==> config.mk <==
export PLATFORM = sky130hd
export DESIGN_NAME = hbe_div
export DESIGN_NICKNAME = d
export VERILOG_FILES = /design/src/rtl/core/hbe_div.sv
export SDC_FILE = /design/constraint.sdc
export NUM_CORES = 1
export LEC_CHECK = 0
export BUFFER_PORTS_ARGS = -buffer_cell sky130_fd_sc_hd__buf_2
export CORE_MARGIN = 4
export CORE_UTILIZATION = 51
export CTS_CLUSTER_DIAMETER = 30
export DETAILED_ROUTE_END_ITERATION = 10
export PLACE_DENSITY_LB_ADDON = 0.3
export SKIP_LAST_GASP = 1
export SLEW_MARGIN = 10
export SYNTH_ARGS = -nofsm -noshare
export SYNTH_HDL_FRONTEND = slang
export SYNTH_SLANG_ARGS = --single-unit
==> constraint.sdc <==
create_clock -name clk -period 2.4 [get_ports clk]
set_input_delay 0.48 -clock clk [delete_from_list [all_inputs] [get_ports clk]]
set_output_delay 0.48 -clock clk [all_outputs]
set_load 0.02 [all_outputs]
==> src/rtl/core/hbe_div.sv <==
// restoring divider, one quotient bit per cycle
module hbe_div #(
    parameter int NW = 44,
    parameter int DW = 33
) (
    input  logic          clk,
    input  logic          rst_n,
    input  logic          start,
    input  logic [NW-1:0] num,
    input  logic [DW-1:0] den,
    output logic          done,
    output logic [NW-1:0] quot
);

    localparam int CW = $clog2(NW + 1);

    logic [NW-1:0] q_reg, q_next;
    logic [DW:0]   r_reg, r_next;
    logic [DW-1:0] d_reg, d_next;
    logic [CW-1:0] n_reg, n_next;
    logic          busy_reg, busy_next;
    logic          done_reg, done_next;
    logic [DW:0]   trial;

    always_comb
    begin
        q_next = q_reg;
        r_next = r_reg;
        d_next = d_reg;
        n_next = n_reg;
        busy_next = busy_reg;
        done_next = 1'b0;
        trial = {r_reg[DW-1:0], q_reg[NW-1]};
        if (start)
        begin
            q_next = num;
            r_next = '0;
            d_next = den;
            n_next = CW'(NW);
            busy_next = 1'b1;
        end
        else if (busy_reg)
        begin
            if (trial >= {1'b0, d_reg})
            begin
                r_next = trial - {1'b0, d_reg};
                q_next = {q_reg[NW-2:0], 1'b1};
            end
            else
            begin
                r_next = trial;
                q_next = {q_reg[NW-2:0], 1'b0};
            end
            n_next = n_reg - 1'b1;
            if (n_reg == CW'(1))
            begin
                busy_next = 1'b0;
                done_next = 1'b1;
            end
        end
    end

    always_ff @(posedge clk or negedge rst_n)
    begin
        if (!rst_n)
        begin
            busy_reg <= 1'b0;
            done_reg <= 1'b0;
            n_reg    <= '0;
        end
        else
        begin
            busy_reg <= busy_next;
            done_reg <= done_next;
            n_reg    <= n_next;
        end
    end

    always_ff @(posedge clk)
    begin
        q_reg <= q_next;
        r_reg <= r_next;
        d_reg <= d_next;
    end

    assign done = done_reg;
    assign quot = q_reg;

endmodule

==> metrics.txt <==
maximum vdd ir drop 0.000687 V; Clock Latency Late Sink 430 ps; largest net degree at the start of global routing 82; grt ovf 0; failing checks setup timing; Post-synth EDFFs slightly below 80; Net Count, Synth 772; CTS Buffer Depth 2; Critical Path Source Type flip-flop; Die Wd 123 um; layout cells sized above 1 0.448; Die ar. 15,100 sq um; worst setup margin -430 ps; Hold Crit Class primary input to flip-flop; vias after detailed routing 6,429; post-place setup slack -483 ps; cell total after placement 1,041; post-DR wirelength/cell 18.7 um; number of DRC markers in iteration 0 563; WP data arrival 3010 ps; top cells by count, synth 77 x edfxtp_1, 71 x nand2_1, 53 x nor2_1; Async SR Flop Fraction 0.0678; Mean Syn Cell Area 10.3 sq um; # nets final 1,035; ranking of synthesized cells by area edfxtp_1 34%, dfxtp_1 9.8%, mux2_2 7.4%; Max-Cap Viols 0; DR vias/cell 5.82; Root Driver clkbuf_16; Pwr Density 614 nW/um^2; total clock sinks 118; RSZ-0062 raised after global routing true; Unique masters post-synth 66; gpl congestion 0.915; Mapped Area 6740 sq um; CP Cell Sequence inv_2 > ha_4 > inv_2 > fa_2 > a21oi_4 > o2bb2ai_4 > o21ai_2 > a211oi_2 > o21ai_2 > buf_6 > a21oi_4 > buf_4 > buf_8 > mux2_2; total global-route track usage 0.276; number of global-route vias before repair ~6,500; flops & latches, synth 118; top-count cell post-synth edfxtp_1; Layout Cells excl Fill 1,104; Max Clock Freq 0.353 GHz; Final Slew Violations 0; Yosys top cell by area edfxtp_1; worst path required time 2580 ps; max incr delay on CP 410 ps; CP max stage cell edfxtp_1; CTS tree built; clk_skew 9.53 ps; status finished, violations left; row count approximately 40; initial core utilization 0.528; port buffer count 124; drt drc 0; Worst-Margin Slew 574 ps; Final period util 1.18; Pre-antenna DRT Iters 7; Synth Instances 656; hpwl dp 13,100 um; Seq/Total Area, Yosys 0.471; post-route ant nets 0; fin crit period 2830 ps; Clk pin slew, worst setup/hold paths around 60 ps; Ant. Diodes 0; H-tree Lvls 4; Worst Setup End Kind flip-flop; CTS buffer count 17; Top FF cell, synth edfxtp_1; I/O pins 125; initial antenna violation count 0; chip height 123 um; Routed WL 20,600 um; first-pass GRT wire length 32,600 um; CP Max Fanout 6; Synth warnings 0; max_slew headroom 0.612; final hold violation count 0; Synth top area share 0.343; core area 12,800 sq um; Area growth syn-to-layout 43.3%; Pleak 4.26 nW; Fillers 805; Final setup viols 34; Crit Path Category flip-flop to flip-flop; max reg flops 44
==> worst max-delay path: cells and delay by family (launching register included) <==
family	cells	cell delay, ps
AO/OA/AOI/OAI	6	840
buffers and inverters	5	550
adder cells (fa/ha/maj)	2	500
flip-flops	1	410
multiplexers	1	260
==> through the flow <==
| step | instance area [sq um] | power (mW) | utilization | setup TNS (ps) | hold WS, ps |
|---|---|---|---|---|---|
| after floorplan | 6760 | 2.87 | - | -9180 | 184 |
| after global placement | 8380 | 3.20 | 0.656 | -6940 | 322 |
| after detailed placement | 8380 | 3.22 | 0.656 | -11640 | 328 |
| after CTS | 9550 | 5.91 | 0.748 | -7170 | 211 |
| after global routing | 9660 | 6.15 | 0.756 | -16830 | 209 |
| final | 9660 | 5.93 | 0.756 | -12530 | 222 |
==> layout make-up <==
cell class / count / area, sq um / area share
Sequential cell: 118 / 3170 / 0.328
Clock inverter: 11 / 110 / 0.0114
Tap cell: 172 / 215 / 0.0223
Timing Repair Buffer: 276 / 1910 / 0.198
Inverter: 47 / 176 / 0.0183
Clock buffer: 21 / 503 / 0.0521
Multi-Input combinational cell: 459 / 3570 / 0.370
==> path summary, 6_finish.rpt <==
kind | startpoint | endpoint | slack (ps) | cells past startpoint
min in group asynchronous | rst_n | n_reg[4] | 440 | 2
worst min-delay path | den[1] | d_reg[1] | 220 | 1
max in group asynchronous | rst_n | n_reg[3] | 1790 | 2
worst min register to register | r_reg[30] | r_reg[30] | 480 | 2
worst max register to register | quot[43] | quot[0] | -430 | 14
worst max-delay path | quot[43] | quot[0] | -430 | 14
==> cells in the final DEF (no fill, tap or decap), drive strengths merged, types with 5 or more instances in the layout <==
cell	n
edfxtp	77
o211ai	9
nor2	53
dfrtp	8
and3	5
xnor2	17
dfxtp	33
nand4b	6
nor3	9
clkbuf	21
inv	51
ha	35
a21oi	41
a311oi	21
nand2	72
o31ai	7
o21a	6
a211oi	9
nand2b	5
buf	274
xor2	10
a21o	13
or3	5
nand4	6
o21ai	23
nand3	16
mux2	45
==> cell families (layout without fill, tap and decap cells) <==
family	after synthesis	count (layout)	synth area share
DFF	118	118	0.471
AOI/OAI and AO/OA	154	154	0.161
buffers and inverters	79	355	0.0477
muxes	49	49	0.0817
xor gates and xnor gates	27	27	0.0351
adders and majority gates	36	36	0.0679
and+or+nand+nor	193	193	0.136
==> where the power goes <==
group          internal, mW  switching, mW  leakage (nW)
Clock                  1.62           1.01         0.293
Combinational         0.422          0.480          2.82
Sequential             2.32         0.0804          1.15
==> layer usage <==
metal,global-route usage,part of all wire,vias up
met2,0.462,0.48,385
met5,0,0,-
met3,0.0910,0.099,79
met1,0.324,0.38,3017
li1,-,-,2948
met4,0.122,0.037,0
==> repair_timing <==
item | in CTS | in global routing
setup buffers | 20 | 7
pin swaps | 43 | 11
gates cloned | 3 | 0
gates resized for setup | 62 | 10
hold endpoints to repair | 8 | 0
hold buffers | 1 | 0
setup endpoints to repair | 34 | 34
(Power assumes the default switching activity.)
