File: src/rtl/core/hbe_sqrt.sv
// bit-serial integer square root, one result bit per cycle
module hbe_sqrt #(
    parameter int VW = 64
) (
    input  logic            clk,
    input  logic            rst_n,
    input  logic            start,
    input  logic [VW-1:0]   value,
    output logic            done,
    output logic [VW/2-1:0] root
);

    localparam int RW = VW / 2;
    localparam int CW = $clog2(RW + 1);

    logic [VW-1:0] v_reg, v_next;
    logic [RW+1:0] rem_reg, rem_next;
    logic [RW-1:0] q_reg, q_next;
    logic [CW-1:0] n_reg, n_next;
    logic          busy_reg, busy_next;
    logic          done_reg, done_next;
    logic [RW+1:0] t_rem;
    logic [RW+1:0] t_sub;

    always_comb
    begin
        v_next = v_reg;
        rem_next = rem_reg;
        q_next = q_reg;
        n_next = n_reg;
        busy_next = busy_reg;
        done_next = 1'b0;
        t_rem = {rem_reg[RW-1:0], v_reg[VW-1:VW-2]};
        t_sub = {q_reg, 2'b01};
        if (start)
        begin
            v_next = value;
            rem_next = '0;
            q_next = '0;
            n_next = CW'(RW);
            busy_next = 1'b1;
        end
        else if (busy_reg)
        begin
            v_next = {v_reg[VW-3:0], 2'b00};
            if (t_rem >= t_sub)
            begin
                rem_next = t_rem - t_sub;
                q_next = {q_reg[RW-2:0], 1'b1};
            end
            else
            begin
                rem_next = t_rem;
                q_next = {q_reg[RW-2:0], 1'b0};
            end
            n_next = n_reg - 1'b1;
            if (n_reg == CW'(1))
            begin
                busy_next = 1'b0;
                done_next = 1'b1;
            end
        end
    end

    always_ff @(posedge clk or negedge rst_n)
    begin
        if (!rst_n)
        begin
            busy_reg <= 1'b0;
            done_reg <= 1'b0;
            n_reg    <= '0;
        end
        else
        begin
            busy_reg <= busy_next;
            done_reg <= done_next;
            n_reg    <= n_next;
        end
    end

    always_ff @(posedge clk)
    begin
        v_reg   <= v_next;
        rem_reg <= rem_next;
        q_reg   <= q_next;
    end

    assign done = done_reg;
    assign root = q_reg;

endmodule

File: config.mk
export PLATFORM = sky130hd
export DESIGN_NAME = hbe_sqrt
export DESIGN_NICKNAME = d
export VERILOG_FILES = /design/src/rtl/core/hbe_sqrt.sv
export SDC_FILE = /design/constraint.sdc
export NUM_CORES = 1
export LEC_CHECK = 0
export BUFFER_PORTS_ARGS = -buffer_cell sky130_fd_sc_hd__buf_2
export CAP_MARGIN = 30
export CORE_UTILIZATION = 25
export CTS_BUF_LIST = sky130_fd_sc_hd__clkbuf_16
export DETAILED_ROUTE_END_ITERATION = 8
export PLACE_DENSITY_LB_ADDON = 0.15
export SKIP_LAST_GASP = 1
export SLEW_MARGIN = 30
export SYNTH_ARGS = -nofsm -noshare
export SYNTH_HDL_FRONTEND = slang
export SYNTH_SLANG_ARGS = --single-unit
export TNS_END_PERCENT = 5
File: constraint.sdc
create_clock -name clk -period 3.39 [get_ports clk]
set_input_delay 0.5085 -clock clk [delete_from_list [all_inputs] [get_ports clk]]
set_output_delay 0.5085 -clock clk [all_outputs]
set_load 0.02 [all_outputs]
==> results of run 1 <==
==> cell usage after synthesis, types with 2 or more instances <==
cell | number | area share
a211oi_1 | 6 | 0.0060
a21o_1 | 12 | 0.012
a21oi_1 | 33 | 0.022
a221oi_1 | 2 | 0.0023
a311oi_1 | 25 | 0.029
a31oi_1 | 5 | 0.0042
a41oi_1 | 4 | 0.0047
and2_1 | 4 | 0.0033
and3_1 | 7 | 0.0059
buf_1 | 4 | 0.0020
buf_2 | 7 | 0.0047
buf_4 | 2 | 0.0020
clkbuf_1 | 26 | 0.013
dfrtp_1 | 8 | 0.027
dfxtp_1 | 64 | 0.17
edfxtp_1 | 64 | 0.26
ha_1 | 36 | 0.060
inv_1 | 42 | 0.021
mux2_2 | 62 | 0.093
mux2i_1 | 32 | 0.043
nand2_1 | 72 | 0.036
nand2b_1 | 5 | 0.0042
nand3_1 | 14 | 0.0094
nand3b_1 | 4 | 0.0040
nand4_1 | 8 | 0.0067
nor2_1 | 84 | 0.042
nor2b_1 | 2 | 0.0017
nor3_1 | 8 | 0.0054
nor4_1 | 2 | 0.0017
o211ai_1 | 5 | 0.0050
o21a_1 | 5 | 0.0050
o21ai_0 | 18 | 0.012
o21ai_1 | 4 | 0.0027
o21bai_1 | 9 | 0.0090
or2_2 | 2 | 0.0017
or3_1 | 10 | 0.0084
xnor2_1 | 16 | 0.019
xor2_1 | 8 | 0.0094
==> kinds of logic after synthesis <==
kind of cell | count (synthesis)
fa+ha+maj | 36
buf+inv | 81
mux | 95
flops | 136
compound gates | 140
xor+xnor | 24
simple gates | 233
==> worst max-delay path by stage <==
stage               slack, ns          end  cells after the start
floorplan                0.56  rem_reg[28]                     10
global placement         0.14  rem_reg[28]                     10
detailed placement       0.19  rem_reg[28]                     10
CTS                      0.16  rem_reg[28]                     10
global route            -0.04  rem_reg[28]                     10
finish                   0.22  rem_reg[28]                     10
==> timing repair <==
item,4_1_cts,5_1_grt
setup endpoints to repair,0,8
setup buffers,0,0
hold buffers,1,0
hold endpoints to repair,8,0
resized for setup,0,1
==> power by group <==
group | total (W) | switching, W | leakage (nW) | internal [W]
Combinational | 0.00363 | 0.00206 | 2.33 | 0.00157
Sequential | 0.00221 | 0.000184 | 1.30 | 0.00203
Clock | 0.00201 | 0.000876 | 0.305 | 0.00113
==> layer usage <==
| metal | GRT usage | share of wire | wire (µm) |
|---|---|---|---|
| met5 | 0 | 0.00070 | 13 |
| met3 | 0.0392 | 0.054 | 1010 |
| met1 | 0.170 | 0.49 | 9050 |
| met4 | 0.0362 | 0.012 | 231 |
| met2 | 0.195 | 0.44 | 8230 |
==> stage by stage <==
step                      setup WS (ns)   util  TNS [ns]  hold WS (ns)  instance area, µm²
final                             0.220  0.314         0         0.366                9140
after global routing            -0.0450  0.314   -0.0450         0.354                9140
after CTS                         0.156  0.314         0         0.344                9130
after detailed placement          0.185  0.292         0         0.368                8500
after global placement            0.135  0.292         0         0.369                8500
after floorplan                   0.557      -         0         0.213                7480
==> area by class of cell <==
| class | instances | area [µm²] | share of cell area |
|---|---|---|---|
| Clock buffer | 17 | 425 | 0.0466 |
| Clock inverter | 15 | 198 | 0.0216 |
| Inverter | 42 | 158 | 0.0173 |
| Multi-Input combinational cell | 528 | 3760 | 0.412 |
| Sequential cell | 136 | 3410 | 0.373 |
| Tap cell | 384 | 480 | 0.0526 |
| Timing Repair Buffer | 123 | 706 | 0.0772 |
==> layout by cell type, fill, tap and decap left out, types with 9 or more instances in the layout <==
cell type,count
o21bai_1,9
nand3_1,14
ha_1,36
xnor2_1,16
or3_1,10
o21ai_0,18
dfxtp_1,64
inv_1,41
edfxtp_1,64
a21o_1,12
clkbuf_16,17
mux2_2,62
a21oi_1,33
nor2_1,84
nand2_1,71
mux2i_1,32
buf_4,22
a311oi_1,25
buf_2,98
==> results.md, run 1 <==
* Status: finished, final reports clean
* Drt initial violations at 252
* Layout Skew at 0.0147 ns
* Simple-gate portion of the synthesized area at 0.144
* Leak Pwr at 3.94 nW
* Worst hold stages at 2
* Slowest Stage Delay on Critical Path at 0.53 ns
* Port bufs at 99
* # diodes at 0
* DR DRC count at 0
* R2R setup slack at 0.22 ns
* Syn Std Cell Area at 7480 µm²
* Worst reg2reg endpoint: rem_reg[28]
* Final min period at 3.17 ns
* Max Fanout on Critical Path at 5
* Post-Synthesis Cells at 745
* Asr flop ratio synth at 0.0588
* First-pass GRT wire length at 31,100 µm
* Vias in the first global route at 5,818
* Area Overhead vs Synth at 22.1%
* Mux cell area share after synthesis at 0.138
* Layout Nets at 951
* GRT Util Overall at 0.127
* Peak Freq at 315 MHz
* Reg2Reg Depth at 10
* Root buffer cell: clkbuf_16
* H-tree levels at 4
* DP Wirelength at 12,900 µm
* Largest family of logic cells by synthesized area: simple AND/OR/NAND/NOR gates
* Total power at 0.00786 W
* Synth Area in Compound Gates at 0.133
* PD cells at 860 nW/µm²
* XOR/XNOR Fraction of Synth Area at 0.0281
* Routability congestion estimate at 0.769
* Largest net degree at the start of global routing at 65
* Period utilization at 0.935
* Worst path required time at 3.71 ns
* Startpoint Class: flop
* Antenna violations before repair at 1
* Clock sink count at 136
* CP startpoint: root[2]
* Vias/cell at 4.62
* Flops & latches, synth at 136
* Critical R2R Launch: root[2]
* CP bufs+invs at 1
* Fillers at 3,072
* Final wirelength at 18,500 µm
* Post-Synth Adder-Cell Area at 0.0602
* Total die area at 30,600 µm²
* Worst skew pair latency at 0.43 ns
* Setup CP Type: reg -> reg
* Ys Warns at 0
* DR WL/cell at 14.9 µm
* Slowest cell on the critical path: nor4_1
* Post-synthesis sequential area ratio at 0.455
* Max_slew headroom at 0.584
* Remaining antenna violation count at 0
* Total vias in the final route at 5,748
* Source of the worst hold timing path: value[1]
* Max_cap viols at 0
* DIE HEIGHT at 175 µm
* RSZ-0062 raised after global routing: true
* Max rail drop VDD at 0.000396 V
* Num CTS Buffers at 17
* Post-synth EDFFs at 64
* Mean area per synthesized cell at 10.0 µm²
* Worst Max-Slew Pin Slew at 0.615 ns
* Io pins at 100
* Largest delay share family, worst path: compound AO/OA/AOI/OAI gates
* First-pass DRT Iterations at 4
* Synth unique cells at 62
* Reg clk slew, reported paths at 0.07 ns
* Layout cell share with drive strength beyond 1 at 0.266
* Final Max Slew Viols at 0
* Placed cells at 1,212
* CTS tree: done
* WHS Endpoint: v_reg[1]
* Mapped Nets at 848
* Ys flop type: edfxtp_1
* Hold Vio Cnt, Final at 0
* # rows at 62
* Max FFs per register at 64
* Grt total ovfl at 0
* Initial Util at 0.257
* Non-filler cells, final at 1,245
* Final setup viols at 0
* Cells along the critical path: inv_1 -> ha_1 -> a21o_1 -> a21oi_1 -> a2111oi_4 -> nor4_1 -> nor3_1 -> a211oi_1 -> mux2_1 -> a311oi_1
* Crit path capture type: flop
* Worst Path Arrival at 3.49 ns
* Die width at 175 µm
* Core area at 29,100 µm²
* Clk buf depth at 2
* Worst hold path type: in -> reg
No activity file was read; power rests on OpenSTA's default activity.
==> run 2, diff against run 1 <==
--- a/config.mk
+++ b/config.mk
@@ -7,13 +7,15 @@
 export LEC_CHECK = 0
 export BUFFER_PORTS_ARGS = -buffer_cell sky130_fd_sc_hd__buf_2
 export CAP_MARGIN = 30
+export CELL_PAD_IN_SITES_DETAIL_PLACEMENT = 0
+export CELL_PAD_IN_SITES_GLOBAL_PLACEMENT = 1
 export CORE_UTILIZATION = 25
 export CTS_BUF_LIST = sky130_fd_sc_hd__clkbuf_16
 export DETAILED_ROUTE_END_ITERATION = 8
+export GPL_TIMING_DRIVEN = 0
 export PLACE_DENSITY_LB_ADDON = 0.15
 export SKIP_LAST_GASP = 1
 export SLEW_MARGIN = 30
 export SYNTH_ARGS = -nofsm -noshare
 export SYNTH_HDL_FRONTEND = slang
 export SYNTH_SLANG_ARGS = --single-unit
-export TNS_END_PERCENT = 5
==> run 2 against run 1 <==
Hold slack got worse by 0.0046 ns. Clock power is 2% lower. Worst setup slack gained 0.057 ns. Non-clock buffer count up 17. Highest routed layer unchanged. Sequential cell count did not move. Combinational power grew 3%.
==> results.md, run 2 (synthesis results as in run 1) <==
* Status: finished, final reports clean
* Port bufs at 99 (unchanged)
* PD cells at 865 nW/µm² (+0.56%)
* Vias in the first global route at 6,089 (+4.7%)
* Drt initial violations at 237 (-6.0%)
* Core Util, Final at 0.314 (-0.000345)
* Worst Path Arrival at 3.45 ns (-0.04 ns)
* Initial Util at 0.257 (unchanged)
* RSZ-0062 raised after global routing: false
* DR DRC count at 0 (unchanged)
* Reg clk slew, reported paths at 0.07 ns (about the same)
* Max rail drop VDD at 0.000380 V (-3.9%)
* Commonest non-fill, non-tap cells in the layout: buf_2 (106), nor2_1 (84), nand2_1 (72)
* Final setup viols at 0 (unchanged)
* Layout cell share with drive strength beyond 1 at 0.249 (-0.0165)
* Root buffer cell: clkbuf_16
* Largest net degree at the start of global routing at 43 (-34%)
* Clock sink count at 136 (unchanged)
* Clock share of power at 0.248 (-0.008)
* Hold Vio Cnt, Final at 0 (unchanged)
* CTS tree: done
* Critical R2R Launch: root[2]
* Layout Skew at 0.0104 ns (-0.00432 ns)
* GRT Util Overall at 0.143 (+0.0166)
* Source of the worst hold timing path: value[0]
* Total vias in the final route at 5,880 (+2.3%)
* Leak Pwr at 3.91 nW (-0.84%)
* Layout Nets at 968 (+1.8%)
* H-tree levels at 4 (unchanged)
* Worst path required time at 3.72 ns (about the same)
* Register share of total power at 0.280 (-0.002)
* Internal at 0.00465 W (-2.0%)
* Remaining antenna violation count at 0 (unchanged)
* Peak Freq at 321 MHz (+1.8%)
* Crit path capture type: flop
* Grt total ovfl at 0 (unchanged)
* FF+latch area at 3400 µm² (-0.11%)
* Fillers at 3,093 (+0.68%)
* Max_slew headroom at 0.411 (-0.173)
* Area Overhead vs Synth at 22.0%
* Die width at 175 µm (unchanged)
* # rows at 62 (unchanged)
* DP Wirelength at 15,200 µm (+18%)
* Num CTS Buffers at 17 (unchanged)
* Sw Share at 0.412 (+0.0146)
* DR WL/cell at 16.7 µm (+12%)
* Total power at 0.00789 W (+0.45%)
* Most common cell after layout, fill and taps aside: buf_2
* Max_cap viols at 0 (unchanged)
* Vias/cell at 4.66 (+0.84%)
* Max Fanout on Critical Path at 5 (unchanged)
* Comb power frac at 0.473 (+0.011)
* Io pins at 100 (unchanged)
* Startpoint Class: flop
* Period utilization at 0.918 (-0.0167)
* First-pass GRT wire length at 34,300 µm (+10%)
* Final Max Slew Viols at 0 (unchanged)
* Multi-input combinational cell area at 3780 µm² (+0.43%)
* Routability congestion estimate at 0.767 (-0.29%)
* Clk buf depth at 2 (unchanged)
* Core area at 29,100 µm² (unchanged)
* Switching power total at 0.00325 W (+4.2%)
* Setup CP Type: reg -> reg
* First-pass DRT Iterations at 4 (unchanged)
* DIE HEIGHT at 175 µm (unchanged)
* Antenna violations before repair at 5 (+4)
* Total die area at 30,600 µm² (unchanged)
* Worst Max-Slew Pin Slew at 0.884 ns (+0.269 ns)
* Worst hold path type: in -> reg
* Worst skew pair latency at 0.43 ns (about the same)
* Max FFs per register at 64 (unchanged)
* Final min period at 3.11 ns (-0.0566 ns)
* Final wirelength at 21,100 µm (+14%)
* CP startpoint: root[2]
## run 2: cell types whose count changed in the layout (fill, tap and decap cells not counted), sizes merged
cell / change
clkbuf: +27
clkinv: +1
buf: -10
diode: +1
clkinvlp: -1
## run 2: per-stage QoR
stage | cells | hold slack, ns | instance area, µm² | TNS, ns | setup WS (ns)
after detailed placement | 1229 | 0.371 | 8490 | -1.66 | -0.191
final | 1263 | 0.361 | 9130 | 0 | 0.276
after floorplan | 745 | 0.213 | 7480 | 0 | 0.557
after global placement | 1228 | 0.370 | 8460 | -60.85 | -0.909
after global routing | 1262 | 0.354 | 9120 | 0 | 0.00326
after CTS | 1262 | 0.347 | 9100 | 0 | 0.0505
## run 2: final timing paths
| path | to | slack (ns) | cells past startpoint |
|---|---|---|---|
| worst max-delay path | rem_reg[28] | 0.28 | 10 |
| worst min-delay path | v_reg[0] | 0.36 | 2 |
| worst max register to register | rem_reg[28] | 0.28 | 10 |
| worst min register to register | rem_reg[0] | 0.49 | 2 |
| max in group asynchronous | n_reg[2] | 2.76 | 2 |
| min in group asynchronous | done | 0.45 | 2 |
## run 2: repair_timing
item                       4_1_cts  5_1_grt
setup endpoints to repair       20       31
hold buffers                     1        0
resized for setup                2        4
buffers inserted                 0        0
hold endpoints to repair         8        0
## run 2: power groups by stage
stage,clock network (W),registers (W),logic [W]
3_5_place_dp,0,0.00224,0.00370
5_1_grt,0.00208,0.00225,0.00415
4_1_cts,0.00202,0.00221,0.00373
6_report,0.00196,0.00221,0.00373
3_3_place_gp,0,0.00225,0.00376
2_1_floorplan,0,0.00219,0.00273
## run 2: worst max-delay path, cell delays in order (launching register included)
cell and delay, ns:
dfxtp_1 0.40, inv_1 0.07, ha_1 0.38, a21o_1 0.20, a21oi_1 0.37, a2111oi_4 0.16, nor4_2 0.40, nor3_1 0.13
a211oi_1 0.29, mux2_1 0.37, a311oi_1 0.26
## run 2: layer usage
layer	part of all wire	vias to the layer above	track usage
li1	-	2943	-
met1	0.48	2799	0.187
met2	0.45	111	0.227
met3	0.062	21	0.0505
met4	0.0090	6	0.0322
met5	0.0019	-	0
## run 2: area by class of cell
type / count / area share
sequential: 136 / 0.373
antenna: 1 / 0.000274
tap: 384 / 0.0526
clock buffer: 17 / 0.0466
timing repair buffer: 101 / 0.0584
buffer: 39 / 0.0182
inverter: 42 / 0.0175
clock inverter: 15 / 0.0193
multi-input combinational: 528 / 0.414
